$ cat src/hdl/ssl_pkg.sv
package ssl_pkg;

  // register map, index = paddr[4:2]
  localparam logic [2:0] REG_MIN_ANGLE   = 3'd0;
  localparam logic [2:0] REG_MAX_ANGLE   = 3'd1;
  localparam logic [2:0] REG_SLEW_SPEED  = 3'd2;
  localparam logic [2:0] REG_REVERSE_DIR = 3'd3;
  localparam logic [2:0] REG_START_ANGLE = 3'd4;

  localparam int ADDR_W = 5;

  // reset values
  localparam logic [7:0] RST_MIN_ANGLE   = 8'd0;
  localparam logic [7:0] RST_MAX_ANGLE   = 8'd180;
  localparam logic [7:0] RST_SLEW_SPEED  = 8'd180;
  localparam logic       RST_REVERSE_DIR = 1'b0;
  localparam logic [7:0] RST_START_ANGLE = 8'd90;

  // angle and pulse constants
  localparam int ANGLE_FULL    = 180;
  localparam int PULSE_MIN_US  = 600;
  localparam int PULSE_SPAN_US = 1900;
  localparam int MS_PER_S      = 1000;

  // step limit: speed*elapsed at or above this gives the saturated step
  localparam int STEP_SAT = 255;
  localparam logic [39:0] SAT_PROD = 40'((STEP_SAT + 1) * MS_PER_S);

  // floor(p/1000) = (p * RECIP) >> RECIP_SHIFT, exact for p below SAT_PROD
  localparam int RECIP_SHIFT = 28;
  localparam logic [18:0] RECIP = 19'(((64'd1 << RECIP_SHIFT) + MS_PER_S - 1) / MS_PER_S);

  typedef struct packed {
    logic [7:0] min_angle;
    logic [7:0] max_angle;
    logic [7:0] slew_speed;
    logic       reverse_direction;
    logic [7:0] start_angle;
  } cfg_t;

  // pulse width for each angle 0..180
  typedef logic [11:0] pulse_lut_t [0:ANGLE_FULL];

  function automatic pulse_lut_t build_pulse_lut();
    pulse_lut_t lut;
    for (int i = 0; i <= ANGLE_FULL; i++) begin
      lut[i] = 12'(PULSE_MIN_US + (i * PULSE_SPAN_US) / ANGLE_FULL);
    end
    return lut;
  endfunction

  localparam pulse_lut_t PULSE_LUT = build_pulse_lut();

endpackage

$ cat src/hdl/ssl_regs.sv
module ssl_regs (
  input  logic                      clk,
  input  logic                      rst,
  input  logic                      psel,
  input  logic                      penable,
  input  logic                      pwrite,
  input  logic [ssl_pkg::ADDR_W-1:0] paddr,
  input  logic [31:0]               pwdata,
  output logic [31:0]               prdata,
  output logic                      pready,
  output ssl_pkg::cfg_t             cfg,
  output logic                      start_load
);
  import ssl_pkg::*;

  logic       wr_en;
  logic [2:0] reg_idx;

  assign pready  = 1'b1;
  assign reg_idx = paddr[4:2];
  assign wr_en   = psel && penable && pwrite;

  // preset of the current angle in the cycle after a start angle write,
  // once the register holds the new value
  always_ff @(posedge clk) begin
    if (rst) begin
      start_load <= 1'b0;
    end else begin
      start_load <= wr_en && (reg_idx == REG_START_ANGLE);
    end
  end

  // register writes
  always_ff @(posedge clk) begin
    if (rst) begin
      cfg.min_angle         <= RST_MIN_ANGLE;
      cfg.max_angle         <= RST_MAX_ANGLE;
      cfg.slew_speed        <= RST_SLEW_SPEED;
      cfg.reverse_direction <= RST_REVERSE_DIR;
      cfg.start_angle       <= RST_START_ANGLE;
    end else if (wr_en) begin
      case (reg_idx)
        REG_MIN_ANGLE:   cfg.min_angle         <= pwdata[7:0];
        REG_MAX_ANGLE:   cfg.max_angle         <= pwdata[7:0];
        REG_SLEW_SPEED:  cfg.slew_speed        <= pwdata[7:0];
        REG_REVERSE_DIR: cfg.reverse_direction <= pwdata[0];
        REG_START_ANGLE: cfg.start_angle       <= pwdata[7:0];
        default: ;
      endcase
    end
  end

  // read back
  always_comb begin
    case (reg_idx)
      REG_MIN_ANGLE:   prdata = {24'd0, cfg.min_angle};
      REG_MAX_ANGLE:   prdata = {24'd0, cfg.max_angle};
      REG_SLEW_SPEED:  prdata = {24'd0, cfg.slew_speed};
      REG_REVERSE_DIR: prdata = {31'd0, cfg.reverse_direction};
      REG_START_ANGLE: prdata = {24'd0, cfg.start_angle};
      default:         prdata = 32'd0;
    endcase
  end

endmodule

$ cat src/hdl/ssl_step.sv
module ssl_step (
  input  logic          clk,
  input  logic          rst,
  input  ssl_pkg::cfg_t cfg,
  input  logic          in_valid,
  output logic          in_ready,
  input  logic [7:0]    target_angle,
  input  logic [31:0]   now_ms,
  output logic          st_valid,
  input  logic          st_ready,
  output logic [7:0]    st_target,
  output logic [7:0]    st_step
);
  import ssl_pkg::*;

  logic        r1, r2, r3;
  logic        v1, v2, v3;
  logic [31:0] last_time;
  logic [7:0]  t1, t2, t3;
  logic [31:0] el1;
  logic [39:0] prod2;
  logic [36:0] q3;
  logic        sat3;
  logic [7:0]  t_clamp;
  logic [39:0] prod_next;
  logic [36:0] q_next;

  // stage advance when the next slot is free
  assign r3       = !v3 || st_ready;
  assign r2       = !v2 || r3;
  assign r1       = !v1 || r2;
  assign in_ready = r1;

  // target clamp, max tested first
  always_comb begin
    if (t1 > cfg.max_angle) begin
      t_clamp = cfg.max_angle;
    end else if (t1 < cfg.min_angle) begin
      t_clamp = cfg.min_angle;
    end else begin
      t_clamp = t1;
    end
  end

  assign prod_next = 40'(cfg.slew_speed) * 40'(el1);
  assign q_next    = 37'(prod2[17:0]) * 37'(RECIP);

  // valid flags and last timestamp
  always_ff @(posedge clk) begin
    if (rst) begin
      v1        <= 1'b0;
      v2        <= 1'b0;
      v3        <= 1'b0;
      last_time <= 32'd0;
    end else begin
      if (r1) v1 <= in_valid;
      if (r2) v2 <= v1;
      if (r3) v3 <= v2;
      if (in_valid && r1) last_time <= now_ms;
    end
  end

  // elapsed time, product, reciprocal divide
  always_ff @(posedge clk) begin
    if (in_valid && r1) begin
      t1  <= target_angle;
      el1 <= now_ms - last_time;
    end
    if (v1 && r2) begin
      t2    <= t_clamp;
      prod2 <= prod_next;
    end
    if (v2 && r3) begin
      t3   <= t2;
      q3   <= q_next;
      sat3 <= (prod2 >= SAT_PROD);
    end
  end

  assign st_valid  = v3;
  assign st_target = t3;
  assign st_step   = sat3 ? 8'(STEP_SAT) : q3[RECIP_SHIFT+7:RECIP_SHIFT];

endmodule

$ cat src/hdl/ssl_track.sv
module ssl_track (
  input  logic          clk,
  input  logic          rst,
  input  ssl_pkg::cfg_t cfg,
  input  logic          start_load,
  input  logic          st_valid,
  output logic          st_ready,
  input  logic [7:0]    st_target,
  input  logic [7:0]    st_step,
  output logic          out_valid,
  input  logic          out_ready,
  output logic [7:0]    angle_out,
  output logic [11:0]   pulse_us
);
  import ssl_pkg::*;

  logic       r4, r5;
  logic       v4;
  logic [7:0] current_angle;
  logic [7:0] current_angle_next;
  logic [7:0] a4;
  logic [8:0] up_sum;
  logic [8:0] down_lim;
  logic [7:0] pulse_idx;
  logic [11:0] pulse_next;

  assign r5       = !out_valid || out_ready;
  assign r4       = !v4 || r5;
  assign st_ready = r4;

  // move toward the target, stopping exactly on it
  assign up_sum   = {1'b0, current_angle} + {1'b0, st_step};
  assign down_lim = {1'b0, st_target} + {1'b0, st_step};

  always_comb begin
    if (st_target > current_angle) begin
      current_angle_next = (up_sum >= {1'b0, st_target}) ? st_target : up_sum[7:0];
    end else if (st_target < current_angle) begin
      current_angle_next = ({1'b0, current_angle} <= down_lim) ? st_target
                                                               : current_angle - st_step;
    end else begin
      current_angle_next = current_angle;
    end
  end

  // pulse width lookup, zero above full scale
  always_comb begin
    pulse_idx  = cfg.reverse_direction ? 8'(ANGLE_FULL) - a4 : a4;
    pulse_next = (a4 > 8'(ANGLE_FULL)) ? 12'd0 : PULSE_LUT[pulse_idx];
  end

  // angle state and valid flags
  always_ff @(posedge clk) begin
    if (rst) begin
      current_angle <= RST_START_ANGLE;
      v4            <= 1'b0;
      out_valid     <= 1'b0;
    end else begin
      if (start_load) begin
        current_angle <= cfg.start_angle;
      end else if (st_valid && r4) begin
        current_angle <= current_angle_next;
      end
      if (r4) v4 <= st_valid;
      if (r5) out_valid <= v4;
    end
  end

  // result payload
  always_ff @(posedge clk) begin
    if (st_valid && r4) a4 <= current_angle_next;
    if (v4 && r5) begin
      angle_out <= a4;
      pulse_us  <= pulse_next;
    end
  end

endmodule

$ cat src/hdl/servo_slew_limited_pulse_gen.sv
// servo channel with slew limited angle and pulse width mapping
//
// input channel (in_valid/in_ready): one transfer carries a target angle and
// a millisecond timestamp. the target is clamped to min/max, and the angle
// moves toward it by at most floor(slew_speed*elapsed/1000) degrees, step
// capped at 255. elapsed is the timestamp minus the previous one, mod 2^32.
// output channel (out_valid/out_ready): one transfer per input carries the
// new angle and its pulse width, 600 + angle*1900/180 us (reversed if set),
// or 0 for angles above 180.
// throughput: one item per cycle while the output is not stalled; the angle
// update loop is combinational around current_angle, and the multiply,
// reciprocal divide and pulse lookup are pipelined ahead of and behind it.
// a stalled receiver holds the output register; each stage keeps accepting
// while it has a free slot, so up to five items can be in flight.
// reset clears the pipeline, loads the register defaults, sets the angle to
// 90 and the stored timestamp to 0. a start_angle write presets the angle.
// registers (apb, byte address 4*i): min_angle, max_angle, slew_speed,
// reverse_direction, start_angle.
module servo_slew_limited_pulse_gen (
  input  logic                       clk,
  input  logic                       rst,
  input  logic                       psel,
  input  logic                       penable,
  input  logic                       pwrite,
  input  logic [ssl_pkg::ADDR_W-1:0] paddr,
  input  logic [31:0]                pwdata,
  output logic [31:0]                prdata,
  output logic                       pready,
  input  logic                       in_valid,
  output logic                       in_ready,
  input  logic [7:0]                 target_angle,
  input  logic [31:0]                now_ms,
  output logic                       out_valid,
  input  logic                       out_ready,
  output logic [7:0]                 angle_out,
  output logic [11:0]                pulse_us
);
  import ssl_pkg::*;

  cfg_t       cfg;
  logic       start_load;
  logic       st_valid;
  logic       st_ready;
  logic [7:0] st_target;
  logic [7:0] st_step;

  // configuration registers
  ssl_regs u_regs (
    .clk        (clk),
    .rst        (rst),
    .psel       (psel),
    .penable    (penable),
    .pwrite     (pwrite),
    .paddr      (paddr),
    .pwdata     (pwdata),
    .prdata     (prdata),
    .pready     (pready),
    .cfg        (cfg),
    .start_load (start_load)
  );

  // elapsed time and step size
  ssl_step u_step (
    .clk          (clk),
    .rst          (rst),
    .cfg          (cfg),
    .in_valid     (in_valid),
    .in_ready     (in_ready),
    .target_angle (target_angle),
    .now_ms       (now_ms),
    .st_valid     (st_valid),
    .st_ready     (st_ready),
    .st_target    (st_target),
    .st_step      (st_step)
  );

  // angle tracking and pulse output
  ssl_track u_track (
    .clk        (clk),
    .rst        (rst),
    .cfg        (cfg),
    .start_load (start_load),
    .st_valid   (st_valid),
    .st_ready   (st_ready),
    .st_target  (st_target),
    .st_step    (st_step),
    .out_valid  (out_valid),
    .out_ready  (out_ready),
    .angle_out  (angle_out),
    .pulse_us   (pulse_us)
  );

endmodule
$ cat config.mk
export PLATFORM = sky130hd
export DESIGN_NAME = servo_slew_limited_pulse_gen
export DESIGN_NICKNAME = d
export VERILOG_FILES = /design/src/hdl/ssl_pkg.sv /design/src/hdl/ssl_regs.sv /design/src/hdl/ssl_step.sv /design/src/hdl/ssl_track.sv /design/src/hdl/servo_slew_limited_pulse_gen.sv
export SDC_FILE = /design/constraint.sdc
export NUM_CORES = 1
export LEC_CHECK = 0
export BUFFER_PORTS_ARGS = -buffer_cell sky130_fd_sc_hd__buf_2
export CAP_MARGIN = 25
export CORE_ASPECT_RATIO = 0.8
export CORE_UTILIZATION = 50
export DETAILED_ROUTE_END_ITERATION = 10
export HOLD_SLACK_MARGIN = 0.12
export PLACE_DENSITY = 0.67
export SLEW_MARGIN = 20
export SYNTH_ARGS = -nofsm -noshare
export SYNTH_HDL_FRONTEND = slang
export SYNTH_HIERARCHICAL = 1
export SYNTH_SLANG_ARGS = --single-unit
$ cat constraint.sdc
create_clock -name clk -period 5.5 [get_ports clk]
set_input_delay 1.1 -clock clk [delete_from_list [all_inputs] [get_ports clk]]
set_output_delay 1.1 -clock clk [all_outputs]
set_load 0.005 [all_outputs]
## Yosys cells after proc, flatten, opt, wreduce, memory -nomap -nowiden

Memories as Yosys holds them, arrays and structs flattened. A register that Yosys moved wholly into a read port is not among the register bits.
Index checks and enable logic that the tools add are counted.
Widths: inputs -> output; s select.

- Register bits after elaboration: 226
- Bits in read-only memories: 3072
- Output and inout bits: 55
- Logic and storage cells: 79
- Memories kept: 1

- Add/sub/neg operators: 5
- $mul: 2
- Order comparisons: 8
- Equal/unequal tests: 4
- Mux-type cells: 11
- Bitwise logic cells: 1
- Reduce and logical (&&, ||, !) cells: 25

Memories:

| name | words | bits a word | rd ports | clocked after memory_dff | write ports | RTL line | RTL |
|---|---|---|---|---|---|---|---|
| (no name shown) | 256 | 12 | 1 | 1 | 0 | ssl_track.sv:49 | `pulse_next = (a4 > 8'(ANGLE_FULL)) ? 12'd0 : PULSE_LUT[pulse_idx];` |

Operators by type and width:

| kind | number |
|---|---|
| $mux 8 | 10 |
| $ge 40x18->1 const B | 1 |
| $mul 8x32->40 | 1 |
| $pmux 8 s5 | 1 |
| $mul 18x17->34 const B | 1 |
| $sub 32x32->32 | 1 |
| $add 8x8->9 | 2 |
| $gt 8x8->1 | 2 |
| $lt 8x8->1 | 2 |
| $reduce_and 2->1 | 5 |
| $ge 9x8->1 | 1 |
| $le 8x9->1 | 1 |
| $not 8->9 | 1 |
| $gt 8x8->1 const B | 1 |
| $logic_and 1x1->1 | 8 |
| $sub 8x8->8 | 1 |
| $sub 8x8->8 const A | 1 |
| $eq 3x2->1 const B | 2 |
| $logic_not 1->1 | 5 |
| $logic_or 1x1->1 | 5 |
| $eq 3x1->1 const B | 1 |
| $eq 3x3->1 const B | 1 |
| $logic_not 3->1 | 1 |
| $reduce_bool 2->1 | 1 |

## Depth between registers and ports, before layout

- Depth after elaboration: 8
- Gate-level depth with buffers: 21
- Mapped depth without buffers: 21

## By module

The synthesis kept the hierarchy.

By module, submodules not included:

| module | instances | cells an instance | area an instance (µm²) | seq. area each (µm²) |
|---|---|---|---|---|
| ssl_step | 1 | 1988 | 18704.2 | 3853.7 |
| ssl_track | 1 | 714 | 5614.1 | 1041.0 |
| ssl_regs | 1 | 214 | 1855.5 | 680.7 |

## Worst setup path after synthesis

No wires, ideal clock.

- Kind: input to register
- Start point: in out_ready
- End point: reg u_step.prod2[0] (enable)
- Library setup time: 0.527 ns
- Data arrival time: 4.858 ns
- Slack: 0.115 ns
- Stages: 4
- Cells stage by stage: nor2b_1 nand2_1 nor2b_1 a21boi_0

- Longest elaborated chain between the ends: 5

RTL lines:

| what | RTL line | RTL |
|---|---|---|
| start: declaration | servo_slew_limited_pulse_gen.sv:34 | `input logic out_ready,` |
| $logic_or 1x1->1 | ssl_track.sv:27 | `assign r5 = !out_valid \|\| out_ready;` |
| $logic_or 1x1->1 | ssl_track.sv:28 | `assign r4 = !v4 \|\| r5;` |
| via st_ready | servo_slew_limited_pulse_gen.sv:43 | `logic st_ready;` |
| $logic_or 1x1->1 | ssl_step.sv:29 | `assign r3 = !v3 \|\| st_ready;` |
| $logic_or 1x1->1 | ssl_step.sv:30 | `assign r2 = !v2 \|\| r3;` |
| $logic_and 1x1->1 | ssl_step.sv:69 | `if (v1 && r2) begin` |
| end signal: assignment | ssl_step.sv:71 | `prod2 <= prod_next;` |
| end: declaration | ssl_step.sv:21 | `logic [39:0] prod2;` |

The timed path passes the listed nets, and every way through them passes these cells.
A chain may end at the register's enable or synchronous reset.

## Worst setup path after layout

- Start point: reg u_step.prod2[7]
- End point: reg u_step.q3[34] (data pin)

- Longest elaborated chain between the ends: 1

RTL lines:

| what | RTL line | RTL |
|---|---|---|
| $mul 18x17->34 | ssl_step.sv:46 | `assign q_next = 37'(prod2[17:0]) * 37'(RECIP);` |
| via u_step.q_next[34] | ssl_step.sv:26 | `logic [36:0] q_next;` |
| end signal: assignment | ssl_step.sv:75 | `q3 <= q_next;` |
| end: declaration | ssl_step.sv:22 | `logic [36:0] q3;` |

The timed path passes the listed nets, and every way through them passes these cells.

==> results.sh <==
export IMPL_dp_cells=3651
export IMPL_coreArea_mm2=0.05139
export IMPL_reg2regPathDepth=22
export IMPL_critPathCapture="u_step/q3[34]"
export IMPL_grt_max_degree=65
export IMPL_clockBufferDepth=3
export IMPL_drc_errors=0
export IMPL_required_ns=5.80
export IMPL_clock_sinks=212
export IMPL_vias_per_cell=5.522
export IMPL_criticalPathCategory="flip-flop to flip-flop"
export IMPL_crit_fanout=3
export IMPL_syn_avg_cell_area_um2=8.976
export IMPL_wire_per_inst_um=17.00
export IMPL_grt_pass1_wl_mm=104.2
export IMPL_n_antenna_cell=0
export IMPL_ys_async_sr_fraction_pct=0
export IMPL_r2r_start="u_step/prod2[7]"
export IMPL_hpwl_mm=49.08
export IMPL_wl_mm=63.20
export IMPL_hold_viol=0
export IMPL_hold_buffers=0
export IMPL_cts_root_buf="clkbuf_16"
export IMPL_first_pass_iters=6
export IMPL_cap_violations=0
export IMPL_fin_tns_setup_ns=0
export IMPL_num_nets_final=3643
export IMPL_power_density_mw_per_mm2=674.4
export IMPL_start_util_pct=50.93
export IMPL_r2r_end="u_step/q3[34]"
export IMPL_fillers=4643
export IMPL_ir_drop_v=0.0008707
export IMPL_yosysSeqAreaShare_pct=21.30
export IMPL_netlist_area_mm2=0.02617
export IMPL_synth_seq_cells=212
export IMPL_setup_ws_ns=0.1586
export IMPL_yosysTopAreaCell="fa_1"
export IMPL_grt_pass1_vias=20770
export IMPL_slew_headroom_pct=32.27
export IMPL_synthCells=2916
export IMPL_cts_buffers=25
export IMPL_fin_util_pct=55.74
export IMPL_clock_skew_final_ns=0.02182
export IMPL_clkSlewWorstSetupHoldPaths_ns=0.06
export IMPL_yosys_area_top_type_share_pct=17.59
export IMPL_p_leak_nw=13.48
export IMPL_drt_initial_drc_count=1314
export IMPL_htreeDepth=1
export IMPL_synth_edf_count=133
export IMPL_fp_dieH_um=206.6
export IMPL_ys_types=110
export IMPL_fmaxAchievable_mhz=187.2
export IMPL_worstSetupStartpoint="u_step/prod2[7]"
export IMPL_setup_viol=0
export IMPL_vias=20530
export IMPL_gp_congestion=0.9529
export IMPL_status="complete, no violations"
export IMPL_hold_path_class="flip-flop to flip-flop"
export IMPL_instances_no_fill=3718
export IMPL_setup_worst_path_start_class="flip-flop"
export IMPL_port_buffers=87
export IMPL_die_area_mm2=0.05327
export IMPL_cp_end_kind="flip-flop"
export IMPL_drive_above_1_share_pct=10.32
export IMPL_r2r_slack_ns=0.16
export IMPL_detail_route_antenna_nets=0
export IMPL_cts_tree="built"
export IMPL_clock_latency_ns=0.56
export IMPL_grt_use_total_pct=23.76
export IMPL_period_minus_slack_ns=5.341
export IMPL_syn_to_final_growth_pct=9.427
export IMPL_io_pins=139
export IMPL_ys_flop_type="edfxtp_1"
export IMPL_pre_cts_slack_ns=0.07178
export IMPL_ys_warn_count=6
export IMPL_antenna_found_initial=0
export IMPL_synthTopCellsByArea="fa_1 18%, edfxtp_1 15%, ha_1 15%"
export IMPL_placementRows=74
export IMPL_dieWidth_um=257.8
export IMPL_hold_slack_ns=0.4183
export IMPL_drv_slew=0
export IMPL_grt_ovfl_total=0
export IMPL_timing_final_crit_share_pct=97.12
export IMPL_worst_pin_slew_ns=1.012
export IMPL_arrival_ns=5.64
[placed cells by master, fill, tap and decap left out, types with 11 or more instances in the layout]
master     count
and3_1        13
clkbuf_16     27
dfxtp_1       78
conb_1        25
nor2_1       123
fa_1         230
nor3_1        27
and2_1       198
buf_2         88
inv_1        457
o22ai_1       16
xnor2_1       58
o21ai_0      103
edfxtp_1     133
o221ai_1      15
a21o_1        71
ha_1         309
o21ai_1       21
mux2i_1       48
o21a_1        17
nor2b_1       27
a211oi_1      25
nand4_1       21
o211ai_1      28
nand2b_1      36
xor2_1        31
a31oi_1       14
nand2_1      241
nand3_1       37
buf_4         95
o21bai_1      11
a21oi_1      179
[metrics by stage]
step	total power, mW	cell area [µm²]
floorplan	13.11	26260
global placement	16.52	27560
detailed placement	16.91	27560
CTS	18.79	28400
global route	21.64	28640
finish	19.32	28640
[cells by family after synthesis]
| logic type | after synthesis | share of synthesized area, % |
|---|---|---|
| fa+ha+maj | 545 | 32.64 |
| buf+inv | 609 | 9.479 |
| other cells | 2 | 0.02869 |
| flops | 212 | 21.30 |
| xor+xnor | 94 | 3.375 |
| mux | 55 | 2.266 |
| simple gates | 789 | 15.40 |
| compound gates | 610 | 15.51 |
[power breakdown]
group | leakage [nW] | internal [mW] | total, mW | switching, mW
sequential | 1.90 | 2.32 | 2.52 | 0.200
clock | 0.414 | 0.995 | 1.70 | 0.701
combinational | 11.2 | 6.76 | 15.1 | 8.34
total | 13.5 | 10.1 | 19.3 | 9.24
[critical path, cell delays in order (launching register included)]
cell,delay [ns]
edfxtp_1,0.41
buf_6,0.14
buf_4,0.12
ha_1,0.19
ha_2,0.19
inv_2,0.05
fa_1,0.41
inv_2,0.07
fa_1,0.44
fa_1,0.52
inv_2,0.05
fa_1,0.54
inv_2,0.05
ha_4,0.24
a21o_1,0.17
a21o_1,0.17
a21o_1,0.17
a21oi_2,0.15
o211ai_1,0.12
o211a_1,0.31
a211o_1,0.35
buf_4,0.14
xnor2_1,0.11
[final cells by class]
| class | instances | area, µm² | area share, % |
|---|---|---|---|
| flip-flops and latches | 212 | 5577 | 19.47 |
| inverters | 465 | 1745 | 6.094 |
| well taps | 684 | 855.8 | 2.988 |
| clock buffers | 36 | 749.5 | 2.617 |
| repair buffers | 193 | 1328 | 4.635 |
| clock inverters | 10 | 85.08 | 0.2971 |
| multi-input cells | 2118 | 18300 | 63.90 |
[layer usage]
layer  global-route usage [%]  wire, µm  vias to the layer above
met1                    33.39     30100                     9962
li1                         -         -                     9935
met3                    2.882      3174                       94
met2                    39.30     28670                      541
met5                        0         0                        -
met4                    5.368      1259                        0
[synthesized netlist by cell type, drive strengths merged (37+ instances only)]
cell type / count
o21ai: 126
a21oi: 188
dfxtp: 79
xnor2: 61
nand2b: 37
and2: 198
nor2: 129
mux2i: 48
nand2: 242
clkbuf: 77
fa: 230
a21o: 71
inv: 464
buf: 67
nand3: 38
ha: 314
edfxtp: 133
[state kept, by name (all words and copies together) (netlist names), 12 cells and up]
| register | cells |
|---|---|
| u_step/last_time | 32 |
| u_step/prod2 | 40 |
| u_track/pulse_us | 12 |
| u_step/el1 | 32 |
| u_regs/cfg | 33 |
[timing repair]
action                                  in CTS  in global routing
hold endpoints to repair                     0                  0
setup buffers                                0                 19
gates resized for setup                      0                 19
endpoints found under the setup margin       0                 11
[worst min-delay path by stage]
| stage | from | cells past startpoint | endpoint | slack (ns) |
|---|---|---|---|---|
| 2_1_floorplan | u_step/t2[0] | 0 | u_step/st_target[0] | 0.40 |
| 3_3_place_gp | u_step/t2[0] | 0 | u_step/st_target[0] | 0.40 |
| 3_5_place_dp | u_step/t2[5] | 0 | u_step/st_target[5] | 0.41 |
| 4_1_cts | u_step/t2[5] | 0 | u_step/st_target[5] | 0.42 |
| 5_1_grt | u_step/t2[7] | 0 | u_step/st_target[7] | 0.43 |
| 6_report | u_step/t2[4] | 0 | u_step/st_target[4] | 0.42 |
(Power assumes the default switching activity.)
